[config.mk]
export PLATFORM = sky130hd
export DESIGN_NAME = tlv_record_deframer
export DESIGN_NICKNAME = d
export VERILOG_FILES = /design/src/sv/tlvd_pkg.sv /design/src/sv/tlv_record_deframer.sv
export SDC_FILE = /design/constraint.sdc
export NUM_CORES = 1
export LEC_CHECK = 0
export BUFFER_PORTS_ARGS = -buffer_cell sky130_fd_sc_hd__buf_2
export CAP_MARGIN = 10
export CORE_AREA = 2 2 154 156
export CTS_CLUSTER_DIAMETER = 120
export CTS_CLUSTER_SIZE = 30
export DETAILED_ROUTE_END_ITERATION = 8
export DIE_AREA = 0 0 156 158
export PLACE_DENSITY = 0.5
export SLEW_MARGIN = 30
export SYNTH_ARGS = -nofsm -noshare
export SYNTH_HDL_FRONTEND = slang
export SYNTH_SLANG_ARGS = --single-unit
export TNS_END_PERCENT = 10
[constraint.sdc]
create_clock -name i_clk -period 4 [get_ports i_clk]
set_input_delay 0.4 -clock i_clk [delete_from_list [all_inputs] [get_ports i_clk]]
set_output_delay 0.4 -clock i_clk [all_outputs]
set_load 0.01 [all_outputs]
[src/sv/tlvd_pkg.sv]
// tlvd_pkg: shared types for the tlv record deframer
// parser phase codes and result kind codes; no dependencies

package tlvd_pkg;

    // header length in bytes: 16-bit field number plus 16-bit length
    localparam logic [15:0] HDR_BYTES = 16'd4;

    // parser phase
    typedef enum logic [2:0] {
        PH_SKIP = 3'd0,
        PH_H0   = 3'd1,
        PH_H1   = 3'd2,
        PH_H2   = 3'd3,
        PH_H3   = 3'd4,
        PH_PAY  = 3'd5
    } t_phase;

    // result kind
    typedef enum logic [1:0] {
        KIND_HEADER  = 2'd0,
        KIND_PAYLOAD = 2'd1,
        KIND_TRUNC   = 2'd2
    } t_kind;

endpackage

[src/sv/tlv_record_deframer.sv]
// tlv_record_deframer: splits a byte-serial message into tag/length/value records
// depends on tlvd_pkg for phase and kind codes

// The block takes one message byte per transaction and gives at most one result per
// byte: a header result (field number and length) when the fourth header byte arrives,
// one payload result per payload byte with the last one marked, or a truncation result
// when a declared length runs past the end of the message. A byte flows through an input
// register and a result register, so the block sustains one byte per cycle while its
// output is not stalled; the single parse stage updates the phase and counters once per
// byte. Bytes that give no result still take their turn in the parse stage. Input stall
// rises only when the input register holds a byte and the result register is full and
// stalled.

module tlv_record_deframer (
    input  logic        i_clk,
    input  logic        i_rst_n,
    // input channel
    input  logic        i_in_valid,
    output logic        o_in_stall,
    input  logic [7:0]  i_data_byte,
    input  logic        i_message_start,
    input  logic [15:0] i_message_length,
    // output channel
    output logic        o_out_valid,
    input  logic        i_out_stall,
    output logic [1:0]  o_kind,
    output logic [15:0] o_field_number,
    output logic [15:0] o_record_length,
    output logic [7:0]  o_payload_byte,
    output logic        o_last_of_record
);

    // saturating decrement
    function automatic logic [15:0] dec16(input logic [15:0] v);
        dec16 = (v != 16'd0) ? (v - 16'd1) : 16'd0;
    endfunction

    // input register
    logic        r_in_valid;
    logic [7:0]  r_in_byte;
    logic        r_in_start;
    logic [15:0] r_in_length;

    // parser state
    tlvd_pkg::t_phase r_phase, n_phase;
    logic [15:0] r_remaining, n_remaining;
    logic [15:0] r_field, n_field;
    logic [15:0] r_length, n_length;
    logic [15:0] r_payload_left, n_payload_left;

    // result register
    logic        r_out_valid;
    logic [1:0]  r_kind;
    logic [15:0] r_field_number;
    logic [15:0] r_record_length;
    logic [7:0]  r_payload_byte;
    logic        r_last;

    // combinational result of the parse stage
    logic        n_emit;
    logic [1:0]  n_kind;
    logic [7:0]  n_pbyte;
    logic        n_last;

    // state after a possible restart
    tlvd_pkg::t_phase ph_eff;
    logic [15:0] rem_eff;
    logic [15:0] pl_eff;
    logic [15:0] len_full;
    logic [15:0] rem_dec;
    logic [15:0] pl_dec;

    logic parse_fire;
    logic in_accept;

    // handshake
    assign parse_fire = r_in_valid && (!r_out_valid || !i_out_stall);
    assign o_in_stall = r_in_valid && !parse_fire;
    assign in_accept  = i_in_valid && !o_in_stall;

    // input register load
    always_ff @(posedge i_clk) begin
        if (!i_rst_n) begin
            r_in_valid <= 1'b0;
        end else if (in_accept) begin
            r_in_valid <= 1'b1;
        end else if (parse_fire) begin
            r_in_valid <= 1'b0;
        end
    end

    always_ff @(posedge i_clk) begin
        if (in_accept) begin
            r_in_byte   <= i_data_byte;
            r_in_start  <= i_message_start;
            r_in_length <= i_message_length;
        end
    end

    // restart override and shared decrements
    always_comb begin
        if (r_in_start) begin
            ph_eff  = tlvd_pkg::PH_H0;
            rem_eff = r_in_length;
            pl_eff  = 16'd0;
        end else begin
            ph_eff  = r_phase;
            rem_eff = r_remaining;
            pl_eff  = r_payload_left;
        end
        len_full = r_length | {8'h00, r_in_byte};
        rem_dec  = dec16(rem_eff);
        pl_dec   = dec16(pl_eff);
    end

    // next phase and counters
    always_comb begin
        n_phase        = ph_eff;
        n_remaining    = rem_eff;
        n_field        = r_field;
        n_length       = r_length;
        n_payload_left = pl_eff;
        case (ph_eff)
            tlvd_pkg::PH_H0: begin
                if (rem_eff <= tlvd_pkg::HDR_BYTES) begin
                    n_phase     = tlvd_pkg::PH_SKIP;
                    n_remaining = 16'd0;
                end else begin
                    n_field     = {r_in_byte, 8'h00};
                    n_remaining = rem_dec;
                    n_phase     = tlvd_pkg::PH_H1;
                end
            end
            tlvd_pkg::PH_H1: begin
                n_field     = r_field | {8'h00, r_in_byte};
                n_remaining = rem_dec;
                n_phase     = tlvd_pkg::PH_H2;
            end
            tlvd_pkg::PH_H2: begin
                n_length    = {r_in_byte, 8'h00};
                n_remaining = rem_dec;
                n_phase     = tlvd_pkg::PH_H3;
            end
            tlvd_pkg::PH_H3: begin
                n_length = len_full;
                if (rem_dec >= len_full) begin
                    n_remaining    = rem_dec;
                    n_payload_left = len_full;
                    n_phase        = (len_full != 16'd0) ? tlvd_pkg::PH_PAY
                                                         : tlvd_pkg::PH_H0;
                end else begin
                    n_remaining    = 16'd0;
                    n_payload_left = 16'd0;
                    n_phase        = tlvd_pkg::PH_SKIP;
                end
            end
            tlvd_pkg::PH_PAY: begin
                n_payload_left = pl_dec;
                n_remaining    = rem_dec;
                if (pl_dec == 16'd0) begin
                    n_phase = tlvd_pkg::PH_H0;
                end
            end
            default: begin
                n_phase = tlvd_pkg::PH_SKIP;
            end
        endcase
    end

    // result of the parse stage
    always_comb begin
        n_emit  = 1'b0;
        n_kind  = tlvd_pkg::KIND_HEADER;
        n_pbyte = 8'h00;
        n_last  = 1'b0;
        case (ph_eff)
            tlvd_pkg::PH_H3: begin
                n_emit = 1'b1;
                if (rem_dec >= len_full) begin
                    n_kind = tlvd_pkg::KIND_HEADER;
                    n_last = (len_full == 16'd0);
                end else begin
                    n_kind = tlvd_pkg::KIND_TRUNC;
                end
            end
            tlvd_pkg::PH_PAY: begin
                n_emit  = 1'b1;
                n_kind  = tlvd_pkg::KIND_PAYLOAD;
                n_pbyte = r_in_byte;
                n_last  = (pl_eff <= 16'd1);
            end
            default: begin
                n_emit = 1'b0;
            end
        endcase
    end

    // parser state update
    always_ff @(posedge i_clk) begin
        if (!i_rst_n) begin
            r_phase        <= tlvd_pkg::PH_SKIP;
            r_remaining    <= 16'd0;
            r_field        <= 16'd0;
            r_length       <= 16'd0;
            r_payload_left <= 16'd0;
        end else if (parse_fire) begin
            r_phase        <= n_phase;
            r_remaining    <= n_remaining;
            r_field        <= n_field;
            r_length       <= n_length;
            r_payload_left <= n_payload_left;
        end
    end

    // result register
    always_ff @(posedge i_clk) begin
        if (!i_rst_n) begin
            r_out_valid <= 1'b0;
        end else if (parse_fire) begin
            r_out_valid <= n_emit;
        end else if (!i_out_stall) begin
            r_out_valid <= 1'b0;
        end
    end

    always_ff @(posedge i_clk) begin
        if (parse_fire && n_emit) begin
            r_kind          <= n_kind;
            r_field_number  <= n_field;
            r_record_length <= n_length;
            r_payload_byte  <= n_pbyte;
            r_last          <= n_last;
        end
    end

    assign o_out_valid      = r_out_valid;
    assign o_kind           = r_kind;
    assign o_field_number   = r_field_number;
    assign o_record_length  = r_record_length;
    assign o_payload_byte   = r_payload_byte;
    assign o_last_of_record = r_last;

    // payload bytes are owed only while in the payload phase
    a_payload_phase: assert property (@(posedge i_clk) disable iff (!i_rst_n)
        (r_payload_left != 16'd0) |-> (r_phase == tlvd_pkg::PH_PAY))
        else $error("payload count set outside payload phase");

    // a header with nonzero length leads into the payload phase
    a_header_to_payload: assert property (@(posedge i_clk) disable iff (!i_rst_n)
        (parse_fire && n_emit && (n_kind == tlvd_pkg::KIND_HEADER) && !n_last)
        |=> (r_phase == tlvd_pkg::PH_PAY))
        else $error("header not followed by payload phase");

    // a truncation drops the rest of the message
    a_trunc_skip: assert property (@(posedge i_clk) disable iff (!i_rst_n)
        (parse_fire && n_emit && (n_kind == tlvd_pkg::KIND_TRUNC))
        |=> ((r_phase == tlvd_pkg::PH_SKIP) && (r_remaining == 16'd0)))
        else $error("truncation did not drop message");

    // input stalls only when a byte is held
    a_stall_cause: assert property (@(posedge i_clk) disable iff (!i_rst_n)
        o_in_stall |-> (r_in_valid && r_out_valid && i_out_stall))
        else $error("input stalled without cause");

endmodule
==> flow_summary_export.csv <==
group,metric,value,unit
grt,gr-total-overflow,0,
route,vias,5878,
place,place_inst,1098,
timing,min_period_over_period,101,%
place,port-buffer-count,73,
final_layout,design_area,8840,sq um
grt,antenna_found_initial,0,
timing,finClkSkew,15.8,ps
timing,setup_viol,9,
timing,maxSlewViolCount,0,
setup_path,crit_chain,"buf_6 -> clkbuf_16 -> or3_4 -> a222oi_1 -> buf_4 -> buf_4 -> a32o_1 -> a221oi_2 -> o21a_1 -> nor2_1 -> ha_1 -> nand4_1 -> nand2_1 -> or3_4 -> o21a_1 -> a22o_1 -> buf_6 -> nand3_1 -> o32ai_2",
power,vdd_drop_max,0.267,mV
timing,rsz0062_at_grt,"true",
final_layout,n_antenna_cell,0,
route,drtIter0Drc,388,
power,p_per_area,425,nW/um^2
synth,synth-edff-count,68,
grt,grt_usage,16.4,%
hold_path,hold_path_class,"in2reg",
timing,fin_ws,-34.1,ps
status,violations,"setup timing",
power,p_leak,3.52,nW
floorplan,dieArea,24600,sq um
synth,synth_warnings,0,
synth,synth_common_cells,"nor2_1, nand2_1, dfxtp_1",
place,dpl_cell_area,8040,sq um
timing,worst_slew_margin_rel,41.3,%
floorplan,num_rows,56,
synth,synth_top_area_cell,"edfxtp_1",
synth,synth_area_leaders,"edfxtp_1, dfxtp_1, nor2_1",
route,ant_nets,0,
timing,fin_crit,4030,ps
route,post-route-drc-count,0,
setup_path,cp-end-kind,"flip-flop",
floorplan,die_x,156,microns
synth,synth.most_common_cell,"nor2_1",
grt,grt_start_max_net_pins,42,
place,place.gp.congestion,0.834,
grt,grt_pass1_vias,5589,
clocking,clock_latency,430,ps
grt,grt_pass1_wl,31100,microns
clocking,cts.sinks,137,
final_layout,final_util,38.4,%
synth,syn-cell-area,7060,sq um
job,drv_cap,0,
floorplan,core_area,23100,sq um
setup_path,cpMaxStageDelayCell,"edfxtp_1",
place,pre_cts_ws,-75.5,ps
setup_path,cp.required,4300,ps
power,power.total,3.76,mW
final_layout,nets,888,
clocking,cts_buffer_depth,2,
synth,synth-async-reset-ratio,0,%
route,totalWireLength,20000,microns
setup_path,startpoint_type,"flip-flop",
clocking,cts_buffers,17,
setup_path,crit_path_max_incr_delay,410,ps
synth,ys_ff_latch,137,
final_layout,syn_to_final_growth,25.3,%
floorplan,io_pins,74,
timing,worst_slew_pin_slew,878,ps
floorplan,fp.dieH,158,microns
route,drtPass1Iterations,5,
clocking,cts_max_level,4,
clocking,root_buffer,"clkbuf_16",
synth,ys_types,72,
synth,avgSynthCellArea,9.80,sq um
synth,ys_seq_area_share,48.5,%
synth,synthCells,720,
route,wl_per_cell,17.5,microns
route,drt-vias-per-instance,5.15,
status,status,"finished, violations left",
setup_path,path_class,"reg2reg",
final_layout,nFillCells,2307,
clocking,path_clk_slew,60,ps
setup_path,arrival,4330,ps
final_layout,final_layout_size_suffix_gt1_share,27.5,%
timing,final_hold_viol_count,0,
place,dp_hpwl,14300,microns
floorplan,start_util,30.6,%
final_layout,final_cells,1141,
timing,holdWs,142,ps
synth,syn-num-nets,770,
timing,fmax,0.248,GHz
synth,synth-main-ff-cell,"dfxtp_1",
setup_path,cp_max_fo,9,
timing,finalSetupTns,-196,ps
clocking,cts_tree,"done",
synth,yosysTopAreaCellShare,28.9,%
==> final timing paths <==
kind	from	endpoint	slack, ps	depth (start not counted)
min	i_data_byte[0]	r_in_byte[0]	140	1
max reg2reg	r_in_start	r_remaining[9]	-30	19
min reg2reg	r_length[7]	r_length[7]	470	2
max	r_in_start	r_remaining[9]	-30	19
==> cell type report <==
class,instances,area (sq um),area share [%]
sequential,137,3420,38.7
inverter,23,86.3,0.977
clock buffer,21,472,5.34
timing repair buffer,140,913,10.3
clock inverter,11,110,1.25
tap,290,363,4.10
multi-input combinational,519,3470,39.3
==> per-layer routing <==
metal,vias to the layer above,GRT usage (%),share of wire (%)
met2,148,26.0,47
li1,2898,-,-
met3,14,4.05,4.7
met1,2818,22.4,47
met4,0,4.54,0.76
met5,-,0,0
==> flip-flops by register name (all words and copies together), names as in the netlist <==
name and count:
o_field_number 16, o_record_length 16, r_field 16, r_in_length 16, r_length 16, r_payload_left 16, r_remaining 16, o_payload_byte 8
r_in_byte 8, r_phase 3, o_kind 2, o_last_of_record 1, o_out_valid 1, r_in_start 1, r_in_valid 1
==> cell usage in the layout (no fill, tap or decap), drive strengths merged, types with 19 or more instances in the layout <==
cell and count:
edfxtp 68, ha 21, inv 27, dfxtp 69, nand2 75, buf 139
o21ai 54, clkbuf 22, a21oi 38, mux2 19, mux2i 20, nor2 77
==> cells by family after synthesis <==
logic type	Yosys count	share of synthesized area, %
AOI/OAI and AO/OA	183	17.3
xor gates and xnor gates	22	2.73
adders and majority gates	21	3.72
buffers and inverters	64	4.08
DFF	137	48.5
muxes	39	5.87
and+or+nand+nor	254	17.8
==> worst max-delay path: cells and delay by family, from the launching register on <==
kind                     cells  cell delay (ps)
AO/OA/AOI/OAI                7             1340
flip-flops                   1              410
AND/OR/NAND/NOR              6             1090
buffers and inverters        5              800
adder cells (fa/ha/maj)      1              260
==> where the power goes <==
part	internal, mW	switching, mW	leakage [nW]
clock	0.917	0.634	0.276
combinational	0.286	0.349	2.05
sequential	1.52	0.0548	1.19
==> what timing repair did <==
action	in CTS	in global routing
cloned	0	1
endpoints found under the hold margin	0	0
hold buffers	0	0
buffers inserted	4	6
setup endpoints to repair	17	33
resized for setup	8	20
pin swaps	5	12
(Power assumes the default switching activity.)
